## src/design/led_blink_rainbow_sequencer_macros.svh

```systemverilog
// Assertion macros for the pixel effect sequencer.
// Included by files that carry concurrent assertions; needs no package.
`ifndef LED_BLINK_RAINBOW_SEQUENCER_MACROS_SVH
`define LED_BLINK_RAINBOW_SEQUENCER_MACROS_SVH
`ifndef ASSERT_OFF
`define LBRS_ASSERT_SAME(lbl, clk, rst_n, ante, cons, msg) \
	lbl: assert property (@(posedge clk) disable iff (!rst_n) (ante) |-> (cons)) \
		else $error(msg);
`define LBRS_ASSERT_NEXT(lbl, clk, rst_n, ante, cons, msg) \
	lbl: assert property (@(posedge clk) disable iff (!rst_n) (ante) |=> (cons)) \
		else $error(msg);
`define LBRS_ASSERT_LATER4(lbl, clk, rst_n, ante, cons, msg) \
	lbl: assert property (@(posedge clk) disable iff (!rst_n) (ante) |-> ##4 (cons)) \
		else $error(msg);
`else
`define LBRS_ASSERT_SAME(lbl, clk, rst_n, ante, cons, msg)
`define LBRS_ASSERT_NEXT(lbl, clk, rst_n, ante, cons, msg)
`define LBRS_ASSERT_LATER4(lbl, clk, rst_n, ante, cons, msg)
`endif
`endif

```

## src/design/lbrs_pkg.sv

```systemverilog
// Shared constants, codes and control types of the pixel effect sequencer.
// Used by the interfaces, the controller, the datapath and the top level.
package lbrs_pkg;
	localparam int FUNC_W     = 3;
	localparam int TIMES_W    = 10;
	localparam int CH_W       = 8;
	localparam int HUE_W      = 9;
	localparam int PH_W       = 11;
	localparam int CFG_IDX_W  = 3;
	localparam int CFG_DATA_W = 9;

	localparam logic [FUNC_W-1:0] FUNC_TICK    = 3'd0;
	localparam logic [FUNC_W-1:0] FUNC_ON      = 3'd1;
	localparam logic [FUNC_W-1:0] FUNC_OFF     = 3'd2;
	localparam logic [FUNC_W-1:0] FUNC_BLINK   = 3'd3;
	localparam logic [FUNC_W-1:0] FUNC_CONT    = 3'd4;
	localparam logic [FUNC_W-1:0] FUNC_RAINBOW = 3'd5;

	localparam logic [1:0] MODE_STOPPED    = 2'd0;
	localparam logic [1:0] MODE_COUNTED    = 2'd1;
	localparam logic [1:0] MODE_CONTINUOUS = 2'd2;
	localparam logic [1:0] MODE_RAINBOW    = 2'd3;

	localparam logic [CFG_IDX_W-1:0] REG_COLOR_RED   = 3'd0;
	localparam logic [CFG_IDX_W-1:0] REG_COLOR_GREEN = 3'd1;
	localparam logic [CFG_IDX_W-1:0] REG_COLOR_BLUE  = 3'd2;
	localparam logic [CFG_IDX_W-1:0] REG_SATURATION  = 3'd3;
	localparam logic [CFG_IDX_W-1:0] REG_VALUE       = 3'd4;
	localparam logic [CFG_IDX_W-1:0] REG_HUE_STEP    = 3'd5;

	localparam logic [16:0]      MAX_BLINKS     = 17'd1023;
	localparam logic [CH_W-1:0]  SAT_RESET      = 8'd255;
	localparam logic [CH_W-1:0]  VAL_RESET      = 8'd25;
	localparam logic [HUE_W-1:0] HUE_STEP_RESET = 9'd3;

	typedef struct packed {
		logic accept;
		logic load;
	} lbrs_cmd_t;

	typedef struct packed {
		logic rainbow_tick;
	} lbrs_status_t;
endpackage

```

## src/design/lbrs_if.sv

```systemverilog
// Request channels of the pixel effect sequencer: commands and pixel results.
// Depends on lbrs_pkg for the field widths.
interface lbrs_cmd_if;
	logic                             valid;
	logic                             ready;
	logic [lbrs_pkg::FUNC_W-1:0]      func;
	logic [lbrs_pkg::TIMES_W-1:0]     blink_times;
	modport source (output valid, func, blink_times, input ready);
	modport sink (input valid, func, blink_times, output ready);
endinterface

interface lbrs_pix_if;
	logic                        valid;
	logic                        ready;
	logic                        pixel_written;
	logic [lbrs_pkg::CH_W-1:0]   red;
	logic [lbrs_pkg::CH_W-1:0]   green;
	logic [lbrs_pkg::CH_W-1:0]   blue;
	logic                        effect_running;
	modport source (output valid, pixel_written, red, green, blue, effect_running,
		input ready);
	modport sink (input valid, pixel_written, red, green, blue, effect_running,
		output ready);
endinterface

```

## src/design/lbrs_ctrl.sv

```systemverilog
// Controller of the pixel effect sequencer: request handshakes and step sequencing.
// Depends on lbrs_pkg for the command and status types.
module lbrs_ctrl (
	input  logic                   clk,
	input  logic                   arst_n,
	input  logic                   cmd_valid,
	output logic                   cmd_ready,
	input  lbrs_pkg::lbrs_status_t sts,
	output lbrs_pkg::lbrs_cmd_t    ctl,
	output logic                   pix_valid,
	input  logic                   pix_ready
);
	localparam logic [2:0] ST_IDLE  = 3'd0;
	localparam logic [2:0] ST_CONV1 = 3'd1;
	localparam logic [2:0] ST_CONV2 = 3'd2;
	localparam logic [2:0] ST_CONV3 = 3'd3;
	localparam logic [2:0] ST_CONV4 = 3'd4;
	localparam logic [2:0] ST_DONE  = 3'd5;

	logic [2:0] state_q;
	logic [2:0] state_d;
	logic       valid_q;

	assign cmd_ready  = (state_q == ST_IDLE);
	assign ctl.accept = cmd_ready && cmd_valid;
	assign ctl.load   = (state_q == ST_DONE) && (!valid_q || pix_ready);
	assign pix_valid  = valid_q;

	always_comb begin
		state_d = state_q;
		case (state_q)
			ST_IDLE: begin
				if (ctl.accept) begin
					state_d = sts.rainbow_tick ? ST_CONV1 : ST_DONE;
				end
			end
			ST_CONV1: state_d = ST_CONV2;
			ST_CONV2: state_d = ST_CONV3;
			ST_CONV3: state_d = ST_CONV4;
			ST_CONV4: state_d = ST_DONE;
			ST_DONE: begin
				if (ctl.load) begin
					state_d = ST_IDLE;
				end
			end
			default: state_d = ST_IDLE;
		endcase
	end

	always_ff @(posedge clk or negedge arst_n) begin
		if (!arst_n) begin
			state_q <= ST_IDLE;
			valid_q <= 1'b0;
		end else begin
			state_q <= state_d;
			if (ctl.load) begin
				valid_q <= 1'b1;
			end else if (pix_ready) begin
				valid_q <= 1'b0;
			end
		end
	end
endmodule

```

## src/design/lbrs_datapath.sv

```systemverilog
// Datapath of the pixel effect sequencer: registers, effect state, hue to RGB
// conversion steps and the result register. Depends on lbrs_pkg.
module lbrs_datapath #(
	parameter logic [16:0] MAX_BLINKS = lbrs_pkg::MAX_BLINKS
) (
	input  logic                               clk,
	input  logic                               arst_n,
	input  logic                               cfg_we,
	input  logic [lbrs_pkg::CFG_IDX_W-1:0]     cfg_index,
	input  logic [lbrs_pkg::CFG_DATA_W-1:0]    cfg_data,
	input  logic [lbrs_pkg::FUNC_W-1:0]        func,
	input  logic [lbrs_pkg::TIMES_W-1:0]       blink_times,
	input  lbrs_pkg::lbrs_cmd_t                ctl,
	output lbrs_pkg::lbrs_status_t             sts,
	output logic                               pixel_written,
	output logic [lbrs_pkg::CH_W-1:0]          red,
	output logic [lbrs_pkg::CH_W-1:0]          green,
	output logic [lbrs_pkg::CH_W-1:0]          blue,
	output logic                               effect_running
);
	localparam logic [13:0] SCALE   = 14'd15300;
	localparam logic [10:0] RECIP   = 11'd1096;
	localparam logic [9:0]  HUE_MOD = 10'd360;

	function automatic logic [7:0] div255(input logic [15:0] x);
		logic [16:0] s;
		s = 17'(x) + 17'(x[15:8]) + 17'd1;
		return s[15:8];
	endfunction

	logic [7:0]  red_q, green_q, blue_q, sat_q, val_q;
	logic [8:0]  step_q;
	logic [1:0]  mode_q, mode_d;
	logic [10:0] rem_q, rem_d, rem_dec;
	logic        phase_q, phase_d;
	logic [8:0]  hue_q, hue_d, hue_next;
	logic [9:0]  hue_sum, hue_red1, hue_red2;
	logic [9:0]  times_c;
	logic        wr, show, rb;

	logic        res_wr_q, res_run_q, res_rb_q;
	logic [7:0]  res_r_q, res_g_q, res_b_q;
	logic [8:0]  hue_s0_q;

	logic [2:0]  sec_c;
	logic [8:0]  base_c;
	logic [5:0]  f_c, g_c;
	logic [2:0]  sec_s1, sec_s2, sec_s3, sec_s4;
	logic [13:0] sf_s1, sg_s1;
	logic [15:0] pv_s1;
	logic [21:0] yq_s2, yt_s2, yq_s3, yt_s3;
	logic [7:0]  p_s2, p_s3, p_s4;
	logic [32:0] mq_c, mt_c;
	logic [7:0]  qh_s3, th_s3, q_s4, t_s4;
	logic [21:0] remq_c, remt_c;
	logic [7:0]  cr_c, cg_c, cb_c;

	logic        pix_wr_q, pix_run_q;
	logic [7:0]  pix_r_q, pix_g_q, pix_b_q;

	// Configuration registers.
	always_ff @(posedge clk or negedge arst_n) begin
		if (!arst_n) begin
			red_q   <= '0;
			green_q <= '0;
			blue_q  <= '0;
			sat_q   <= lbrs_pkg::SAT_RESET;
			val_q   <= lbrs_pkg::VAL_RESET;
			step_q  <= lbrs_pkg::HUE_STEP_RESET;
		end else if (cfg_we) begin
			case (cfg_index)
				lbrs_pkg::REG_COLOR_RED:   red_q   <= cfg_data[7:0];
				lbrs_pkg::REG_COLOR_GREEN: green_q <= cfg_data[7:0];
				lbrs_pkg::REG_COLOR_BLUE:  blue_q  <= cfg_data[7:0];
				lbrs_pkg::REG_SATURATION:  sat_q   <= cfg_data[7:0];
				lbrs_pkg::REG_VALUE:       val_q   <= cfg_data[7:0];
				lbrs_pkg::REG_HUE_STEP:    step_q  <= cfg_data;
				default: ;
			endcase
		end
	end

	// Hue advance: the sum stays below three times the modulus.
	always_comb begin
		hue_sum  = 10'(hue_q) + 10'(step_q);
		hue_red1 = (hue_sum >= HUE_MOD) ? hue_sum - HUE_MOD : hue_sum;
		hue_red2 = (hue_red1 >= HUE_MOD) ? hue_red1 - HUE_MOD : hue_red1;
		hue_next = hue_red2[8:0];
	end

	assign times_c = ({7'd0, blink_times} > MAX_BLINKS) ?
		MAX_BLINKS[9:0] : blink_times;
	assign rem_dec = (rem_q != '0) ? rem_q - 11'd1 : '0;
	assign sts.rainbow_tick = (func == lbrs_pkg::FUNC_TICK) &&
		(mode_q == lbrs_pkg::MODE_RAINBOW);

	always_comb begin
		mode_d  = mode_q;
		rem_d   = rem_q;
		phase_d = phase_q;
		hue_d   = hue_q;
		wr      = 1'b0;
		show    = 1'b0;
		rb      = 1'b0;
		case (func)
			lbrs_pkg::FUNC_TICK: begin
				case (mode_q)
					lbrs_pkg::MODE_RAINBOW: begin
						rb    = 1'b1;
						wr    = 1'b1;
						hue_d = hue_next;
					end
					lbrs_pkg::MODE_CONTINUOUS: begin
						phase_d = ~phase_q;
						wr      = 1'b1;
						show    = ~phase_q;
					end
					lbrs_pkg::MODE_COUNTED: begin
						rem_d = rem_dec;
						wr    = 1'b1;
						show  = rem_dec[0];
						if (rem_dec == '0) begin
							mode_d = lbrs_pkg::MODE_STOPPED;
						end
					end
					default: ;
				endcase
			end
			lbrs_pkg::FUNC_ON: begin
				mode_d = lbrs_pkg::MODE_STOPPED;
				wr     = 1'b1;
				show   = 1'b1;
			end
			lbrs_pkg::FUNC_OFF: begin
				mode_d = lbrs_pkg::MODE_STOPPED;
				wr     = 1'b1;
			end
			lbrs_pkg::FUNC_BLINK: begin
				if (times_c == '0) begin
					mode_d = lbrs_pkg::MODE_STOPPED;
					rem_d  = '0;
					wr     = 1'b1;
				end else begin
					mode_d = lbrs_pkg::MODE_COUNTED;
					rem_d  = {times_c, 1'b0};
				end
			end
			lbrs_pkg::FUNC_CONT: begin
				mode_d  = lbrs_pkg::MODE_CONTINUOUS;
				phase_d = 1'b0;
			end
			lbrs_pkg::FUNC_RAINBOW: mode_d = lbrs_pkg::MODE_RAINBOW;
			default: ;
		endcase
	end

	always_ff @(posedge clk or negedge arst_n) begin
		if (!arst_n) begin
			mode_q  <= lbrs_pkg::MODE_STOPPED;
			rem_q   <= '0;
			phase_q <= 1'b0;
			hue_q   <= '0;
		end else if (ctl.accept) begin
			mode_q  <= mode_d;
			rem_q   <= rem_d;
			phase_q <= phase_d;
			hue_q   <= hue_d;
		end
	end

	always_ff @(posedge clk) begin
		if (ctl.accept) begin
			res_wr_q  <= wr;
			res_rb_q  <= rb;
			res_run_q <= (mode_d != lbrs_pkg::MODE_STOPPED);
			res_r_q   <= (wr && show) ? red_q : '0;
			res_g_q   <= (wr && show) ? green_q : '0;
			res_b_q   <= (wr && show) ? blue_q : '0;
			hue_s0_q  <= hue_q;
		end
	end

	// Hue sector and offset within the sector.
	always_comb begin
		if (hue_s0_q >= 9'd300) begin
			sec_c  = 3'd5;
			base_c = 9'd300;
		end else if (hue_s0_q >= 9'd240) begin
			sec_c  = 3'd4;
			base_c = 9'd240;
		end else if (hue_s0_q >= 9'd180) begin
			sec_c  = 3'd3;
			base_c = 9'd180;
		end else if (hue_s0_q >= 9'd120) begin
			sec_c  = 3'd2;
			base_c = 9'd120;
		end else if (hue_s0_q >= 9'd60) begin
			sec_c  = 3'd1;
			base_c = 9'd60;
		end else begin
			sec_c  = 3'd0;
			base_c = 9'd0;
		end
		f_c = 6'(hue_s0_q - base_c);
		g_c = 6'd60 - f_c;
	end

	// Division by 15300 uses a truncated reciprocal that undershoots by at
	// most one, so a single remainder check corrects it.
	always_comb begin
		mq_c   = 33'(yq_s2) * 33'(RECIP);
		mt_c   = 33'(yt_s2) * 33'(RECIP);
		remq_c = yq_s3 - 22'(qh_s3) * 22'(SCALE);
		remt_c = yt_s3 - 22'(th_s3) * 22'(SCALE);
	end

	always_ff @(posedge clk) begin
		sec_s1 <= sec_c;
		sf_s1  <= 14'(sat_q) * 14'(f_c);
		sg_s1  <= 14'(sat_q) * 14'(g_c);
		pv_s1  <= 16'(val_q) * 16'(8'd255 - sat_q);

		sec_s2 <= sec_s1;
		yq_s2  <= 22'(val_q) * 22'(SCALE - sf_s1);
		yt_s2  <= 22'(val_q) * 22'(SCALE - sg_s1);
		p_s2   <= div255(pv_s1);

		sec_s3 <= sec_s2;
		yq_s3  <= yq_s2;
		yt_s3  <= yt_s2;
		p_s3   <= p_s2;
		qh_s3  <= mq_c[31:24];
		th_s3  <= mt_c[31:24];

		sec_s4 <= sec_s3;
		p_s4   <= p_s3;
		q_s4   <= qh_s3 + 8'(remq_c >= 22'(SCALE));
		t_s4   <= th_s3 + 8'(remt_c >= 22'(SCALE));
	end

	always_comb begin
		case (sec_s4)
			3'd0: begin cr_c = val_q; cg_c = t_s4;  cb_c = p_s4;  end
			3'd1: begin cr_c = q_s4;  cg_c = val_q; cb_c = p_s4;  end
			3'd2: begin cr_c = p_s4;  cg_c = val_q; cb_c = t_s4;  end
			3'd3: begin cr_c = p_s4;  cg_c = q_s4;  cb_c = val_q; end
			3'd4: begin cr_c = t_s4;  cg_c = p_s4;  cb_c = val_q; end
			default: begin cr_c = val_q; cg_c = p_s4; cb_c = q_s4; end
		endcase
	end

	always_ff @(posedge clk) begin
		if (ctl.load) begin
			pix_wr_q  <= res_wr_q;
			pix_run_q <= res_run_q;
			pix_r_q   <= res_rb_q ? cr_c : res_r_q;
			pix_g_q   <= res_rb_q ? cg_c : res_g_q;
			pix_b_q   <= res_rb_q ? cb_c : res_b_q;
		end
	end

	assign pixel_written  = pix_wr_q;
	assign effect_running = pix_run_q;
	assign red            = pix_r_q;
	assign green          = pix_g_q;
	assign blue           = pix_b_q;
endmodule

```

## src/design/led_blink_rainbow_sequencer.sv

```systemverilog
// Pixel effect sequencer: on, off, blink and rainbow effects for one RGB pixel.
// A command or a blink tick passes through the result register to the output
// register; a rainbow tick also passes through the four registered steps of
// the hue converter. One item is in work at a time; a finished result waits
// in the output register while the next item is accepted. Reset clears the
// effect state and loads the register defaults at once.
`include "led_blink_rainbow_sequencer_macros.svh"
module led_blink_rainbow_sequencer #(
	parameter logic [16:0] MAX_BLINKS = lbrs_pkg::MAX_BLINKS
) (
	input  logic                               clk,
	input  logic                               arst_n,
	input  logic                               cfg_we,
	input  logic [lbrs_pkg::CFG_IDX_W-1:0]     cfg_index,
	input  logic [lbrs_pkg::CFG_DATA_W-1:0]    cfg_data,
	lbrs_cmd_if.sink                           cmd,
	lbrs_pix_if.source                         pix
);
	lbrs_pkg::lbrs_cmd_t    ctl;
	lbrs_pkg::lbrs_status_t sts;
	logic                   rb_start;
	logic                   conv_hold;

	lbrs_ctrl u_ctrl (
		.clk       (clk),
		.arst_n    (arst_n),
		.cmd_valid (cmd.valid),
		.cmd_ready (cmd.ready),
		.sts       (sts),
		.ctl       (ctl),
		.pix_valid (pix.valid),
		.pix_ready (pix.ready)
	);

	lbrs_datapath #(
		.MAX_BLINKS (MAX_BLINKS)
	) u_datapath (
		.clk            (clk),
		.arst_n         (arst_n),
		.cfg_we         (cfg_we),
		.cfg_index      (cfg_index),
		.cfg_data       (cfg_data),
		.func           (cmd.func),
		.blink_times    (cmd.blink_times),
		.ctl            (ctl),
		.sts            (sts),
		.pixel_written  (pix.pixel_written),
		.red            (pix.red),
		.green          (pix.green),
		.blue           (pix.blue),
		.effect_running (pix.effect_running)
	);

	assign rb_start  = ctl.accept && sts.rainbow_tick;
	assign conv_hold = !cmd.ready && !ctl.load;

	`LBRS_ASSERT_NEXT(a_busy_after_accept, clk, arst_n, ctl.accept, !cmd.ready, "not busy")
	`LBRS_ASSERT_SAME(a_no_overwrite, clk, arst_n, ctl.load, !pix.valid || pix.ready, "overwrite")
	`LBRS_ASSERT_LATER4(a_rainbow_busy, clk, arst_n, rb_start, conv_hold, "conversion cut short")
endmodule

```

## src/flat_wrapper.sv

```systemverilog
// flat-port wrapper written by rule: the top's interface ports become plain ports
module led_blink_rainbow_sequencer_flat 
#(
	parameter logic [16:0] MAX_BLINKS = lbrs_pkg::MAX_BLINKS
)
  (clk, arst_n, cfg_we, cfg_index, cfg_data, cmd_valid, cmd_func, cmd_blink_times, cmd_ready, pix_valid, pix_pixel_written, pix_red, pix_green, pix_blue, pix_effect_running, pix_ready);
  lbrs_cmd_if cmd_i ();
  lbrs_pix_if pix_i ();
  input  logic clk;
  input  logic arst_n;
  input  logic cfg_we;
  input  logic [lbrs_pkg::CFG_IDX_W-1:0] cfg_index;
  input  logic [lbrs_pkg::CFG_DATA_W-1:0] cfg_data;
  input wire logic [$bits(cmd_i.valid)-1:0] cmd_valid;
  input wire logic [$bits(cmd_i.func)-1:0] cmd_func;
  input wire logic [$bits(cmd_i.blink_times)-1:0] cmd_blink_times;
  output wire logic [$bits(cmd_i.ready)-1:0] cmd_ready;
  output wire logic [$bits(pix_i.valid)-1:0] pix_valid;
  output wire logic [$bits(pix_i.pixel_written)-1:0] pix_pixel_written;
  output wire logic [$bits(pix_i.red)-1:0] pix_red;
  output wire logic [$bits(pix_i.green)-1:0] pix_green;
  output wire logic [$bits(pix_i.blue)-1:0] pix_blue;
  output wire logic [$bits(pix_i.effect_running)-1:0] pix_effect_running;
  input wire logic [$bits(pix_i.ready)-1:0] pix_ready;
  assign cmd_i.valid = cmd_valid;
  assign cmd_i.func = cmd_func;
  assign cmd_i.blink_times = cmd_blink_times;
  assign cmd_ready = cmd_i.ready;
  assign pix_valid = pix_i.valid;
  assign pix_pixel_written = pix_i.pixel_written;
  assign pix_red = pix_i.red;
  assign pix_green = pix_i.green;
  assign pix_blue = pix_i.blue;
  assign pix_effect_running = pix_i.effect_running;
  assign pix_i.ready = pix_ready;
  led_blink_rainbow_sequencer #(.MAX_BLINKS(MAX_BLINKS)) u_core (.clk(clk), .arst_n(arst_n), .cfg_we(cfg_we), .cfg_index(cfg_index), .cfg_data(cfg_data), .cmd(cmd_i), .pix(pix_i));
endmodule
```

## config.mk

```make
export PLATFORM = sky130hd
export DESIGN_NAME = led_blink_rainbow_sequencer_flat
export DESIGN_NICKNAME = d
export VERILOG_FILES = /design/src/design/lbrs_pkg.sv /design/src/design/lbrs_if.sv /design/src/design/lbrs_ctrl.sv /design/src/design/lbrs_datapath.sv /design/src/design/led_blink_rainbow_sequencer.sv /design/src/flat_wrapper.sv
export VERILOG_INCLUDE_DIRS = /design/src /design/src/design
export SDC_FILE = /design/constraint.sdc
export NUM_CORES = 2
export LEC_CHECK = 0
export BUFFER_PORTS_ARGS = -buffer_cell sky130_fd_sc_hd__clkbuf_2
export CORE_MARGIN = 2
export CORE_UTILIZATION = 60
export CTS_CLUSTER_DIAMETER = 120
export CTS_CLUSTER_SIZE = 16
export DETAILED_ROUTE_END_ITERATION = 12
export PLACE_DENSITY = 0.86
export SYNTH_ARGS = -nofsm -noshare
export SYNTH_HDL_FRONTEND = slang
export SYNTH_SLANG_ARGS = --single-unit
export TNS_END_PERCENT = 20
```

## constraint.sdc

```tcl
create_clock -name clk -period 16.8 [get_ports clk]
set_input_delay 1.68 -clock clk [delete_from_list [all_inputs] [get_ports clk]]
set_output_delay 1.68 -clock clk [all_outputs]
set_load 0.01 [all_outputs]
```

==> flow_summary.json <==
{
  "postSynthNetCount": 4434,
  "detailroute.via_count": 24400,
  "gpl.final_weighted_congestion": 0.899,
  "totalWireLength_mm": 70.6,
  "post-cts-setup-buffer-count": 0,
  "antennaDiodeCount": 0,
  "grt_pass1_wl_mm": 120,
  "setup.worst_path.class": "reg2reg",
  "floorplan.die.height_um": 242,
  "fp-row-count": 87,
  "yosysMostFrequentCell": "sky130_fd_sc_hd__inv_1",
  "io_buffer_count": 57,
  "ff2ff_setup_slack_ns": 9.81,
  "tightestPinTransition_ns": 1.30,
  "crit_end_element": "register",
  "report.final.slew_viol_count": 0,
  "worstPathRequired_ns": 17.30,
  "synth_top_area_share": 0.210,
  "ys_types": 93,
  "via_count_of_the_first_global_routing_pass": 25100,
  "fin_setup_tns_ns": 0,
  "area_of_combinational_cells_with_multiple_inputs_um2": 23300,
  "num_io_pins": 58,
  "min_period_ns": 6.99,
  "tritoncts.num_buffers": 24,
  "fill_cells": 4285,
  "run_status": "completed",
  "final_layout_size_suffix_gt1_frac": 0.0566,
  "placeableCoreArea_um2": 56100,
  "netlist_area_um2": 33900,
  "synth_seq_area_share": 0.226,
  "finalNetCount": 4445,
  "cts.reportedPaths.clkPinSlew_ns": 0.08,
  "cts.htree.levels": 1,
  "layout.cell_area.non_filler_um2": 35600,
  "drt-initial-drc-count": 1660,
  "yosys.area.top_type": "sky130_fd_sc_hd__fa_1",
  "floorplan.die.width_um": 242,
  "avgViaCountPerCell": 5.59,
  "post_synthesis_instance_total": 3581,
  "wire_per_inst_um": 16.2,
  "global_route.overflow_total": 0,
  "antenna_found_initial": 2,
  "yosys-top-cells-count": "687 x sky130_fd_sc_hd__inv_1, 468 x sky130_fd_sc_hd__ha_1, 355 x sky130_fd_sc_hd__fa_1",
  "area.sequential_um2": 7660,
  "starting_density_of_the_core": 0.604,
  "synth-warning-count": 0,
  "dpl-instance-area_um2": 34900,
  "start_kind": "register",
  "timing.critical_path.arrival_ns": 7.49,
  "timing.fmax_mhz": 143,
  "cts_max_path_buffers": 3,
  "detailedRoute.firstPassIterationCount": 6,
  "cts.repair.resized": 0,
  "global_route_usage_over_all_layers": 0.247,
  "cts_tree": "yes",
  "design.die.area_um2": 58400,
  "timing.final.crit_share": 0.416,
  "synth_edf_count": 62,
  "clock-sinks": 332,
  "max_cap_viol_count": 0,
  "ctsRootBufferMaster": "sky130_fd_sc_hd__clkbuf_16",
  "grt_start_max_net_pins": 77,
  "ant_nets": 0,
  "synth_area_leaders": "sky130_fd_sc_hd__fa_1 21%, sky130_fd_sc_hd__ha_1 17%, sky130_fd_sc_hd__dfxtp_1 11%, sky130_fd_sc_hd__inv_1 7.6%, sky130_fd_sc_hd__edfxtp_1 5.5%",
  "clock_latency_at_the_later_pin_of_the_worst_skew_pair_ns": 0.60,
  "avgSynthCellArea_um2": 9.46,
  "cts_hold_repair.buffers": 0,
  "remaining_routing_drc_violations": 0,
  "flops_latches_synth": 332,
  "finClkSkew_ns": 0.0365,
  "synthArstFlopShare": 0.229,
  "path_max_fanout": 10,
  "place_hpwl_mm": 55.1,
  "rsz_0062_raised_after_global_routing": "false",
  "report.final.hold_viol_count": 0,
  "min_path_type": "reg2reg",
  "ys.flop_type": "sky130_fd_sc_hd__dfxtp_1",
  "setup_viol": 0,
  "slew-limit-headroom": 0.134,
  "area_growth_syn_to_layout_pct": 5.03
}
-- routing by layer --
metal / vias up / global-route usage / wire, um
li1: 11600 / - / -
met1: 11900 / 0.319 / 29800
met2: 692 / 0.431 / 34700
met3: 159 / 0.0286 / 3730
met4: 4 / 0.0835 / 2370
met5: - / 0 / 34
-- registers in the layout, summed over array words and instances, names as in the netlist, 9 cells and up --
register and cells:
u_core.u_datapath.yq_s3 20, u_core.u_datapath.hue_s0_q 9, u_core.u_datapath.yt_s2 22, u_core.u_datapath.yt_s3 20, u_core.u_datapath.step_q 9, u_core.u_datapath.pv_s1 16
u_core.u_datapath.hue_q 9, u_core.u_datapath.sg_s1 14, u_core.u_datapath.rem_q 11, u_core.u_datapath.sf_s1 13, u_core.u_datapath.yq_s2 21
-- path summary, 6_finish.rpt --
| kind | endpoint | from | cells past startpoint |
|---|---|---|---|
| worst max register to register | u_core.u_datapath.sg_s1[13] | u_core.u_datapath.hue_s0_q[5] | 27 |
| worst min register to register | u_core.u_datapath.sec_s4[0] | u_core.u_datapath.sec_s3[0] | 0 |
| max in group asynchronous | u_core.u_datapath.green_q[2] | arst_n | 1 |
| worst min-delay path | u_core.u_datapath.sec_s4[0] | u_core.u_datapath.sec_s3[0] | 0 |
| worst max-delay path | u_core.u_datapath.sg_s1[13] | u_core.u_datapath.hue_s0_q[5] | 27 |
| min in group asynchronous | u_core.u_datapath.rem_q[3] | arst_n | 1 |
-- critical path, stage by stage (launching register included) --
cell,delay [ns]
sky130_fd_sc_hd__edfxtp_1,0.45
sky130_fd_sc_hd__and3_1,0.22
sky130_fd_sc_hd__a2111o_1,0.47
sky130_fd_sc_hd__nand2_1,0.09
sky130_fd_sc_hd__a21oi_1,0.07
sky130_fd_sc_hd__nand2_1,0.08
sky130_fd_sc_hd__nand2_1,0.06
sky130_fd_sc_hd__ha_1,0.23
sky130_fd_sc_hd__fa_1,0.40
sky130_fd_sc_hd__xnor2_1,0.60
sky130_fd_sc_hd__nand2_1,0.13
sky130_fd_sc_hd__xor2_1,0.44
sky130_fd_sc_hd__nand2_1,0.15
sky130_fd_sc_hd__fa_1,0.52
sky130_fd_sc_hd__fa_1,0.52
sky130_fd_sc_hd__fa_1,0.54
sky130_fd_sc_hd__inv_1,0.04
sky130_fd_sc_hd__ha_1,0.32
sky130_fd_sc_hd__a21o_1,0.19
sky130_fd_sc_hd__a21oi_1,0.26
sky130_fd_sc_hd__o21bai_1,0.10
sky130_fd_sc_hd__a21oi_1,0.23
sky130_fd_sc_hd__nor2b_1,0.07
sky130_fd_sc_hd__o21a_1,0.18
sky130_fd_sc_hd__o21ai_0,0.16
sky130_fd_sc_hd__nand2b_1,0.08
sky130_fd_sc_hd__a21oi_1,0.17
sky130_fd_sc_hd__xnor2_1,0.13
-- layout make-up --
| cell class | instances | share of cell area |
|---|---|---|
| clock buffer | 37 | 0.0182 |
| sequential | 332 | 0.215 |
| inverter | 691 | 0.0729 |
| timing repair buffer | 72 | 0.0113 |
| clock inverter | 2 | 0.00130 |
| tap | 756 | 0.0266 |
| multi-input combinational | 2471 | 0.654 |
-- kinds of logic after synthesis --
kind of cell	share of synthesized area
simple gates	0.138
fa+ha+maj	0.383
buf+inv	0.0866
compound gates	0.0969
flops	0.226
xor+xnor	0.0463
mux	0.0234
-- through the flow --
step / util / hold WS (ns) / setup WS [ns] / cells
2_1_floorplan: - / 0.310 / 10.47 / 3581
3_3_place_gp: 0.622 / 0.312 / 10.07 / 4322
3_5_place_dp: 0.622 / 0.312 / 9.85 / 4322
4_1_cts: 0.635 / 0.312 / 9.83 / 4361
5_1_grt: 0.635 / 0.320 / 9.28 / 4361
6_report: 0.635 / 0.303 / 9.81 / 4361
-- placed cells by master (no fill, tap or decap), types with 10 or more instances in the layout --
cell type and count:
sky130_fd_sc_hd__nand2b_1 66, sky130_fd_sc_hd__or3_1 10, sky130_fd_sc_hd__ha_1 468, sky130_fd_sc_hd__o22ai_1 24, sky130_fd_sc_hd__clkbuf_1 13, sky130_fd_sc_hd__o21a_1 24
sky130_fd_sc_hd__a21boi_0 13, sky130_fd_sc_hd__nor3_1 51, sky130_fd_sc_hd__a211oi_1 10, sky130_fd_sc_hd__fa_1 355, sky130_fd_sc_hd__a31oi_1 13, sky130_fd_sc_hd__a21o_1 37
sky130_fd_sc_hd__edfxtp_1 62, sky130_fd_sc_hd__o211ai_1 14, sky130_fd_sc_hd__clkbuf_16 24, sky130_fd_sc_hd__inv_1 687, sky130_fd_sc_hd__dfxtp_1 194, sky130_fd_sc_hd__o21bai_1 10
sky130_fd_sc_hd__and2_1 206, sky130_fd_sc_hd__nor4_1 11, sky130_fd_sc_hd__nor2b_1 99, sky130_fd_sc_hd__o21ai_0 111, sky130_fd_sc_hd__dfrtp_1 63, sky130_fd_sc_hd__and3_1 17
sky130_fd_sc_hd__mux2_2 62, sky130_fd_sc_hd__nor2_1 128, sky130_fd_sc_hd__a21oi_1 155, sky130_fd_sc_hd__xor2_1 59, sky130_fd_sc_hd__xnor2_1 120, sky130_fd_sc_hd__dfstp_2 13
sky130_fd_sc_hd__nand4_1 12, sky130_fd_sc_hd__buf_4 16, sky130_fd_sc_hd__nand2_1 209, sky130_fd_sc_hd__nand3_1 30, sky130_fd_sc_hd__clkbuf_2 56, sky130_fd_sc_hd__a22oi_1 11
Power is not shown: default switching activity piles up to over one toggle a cycle in this logic, so the estimate is an artifact.
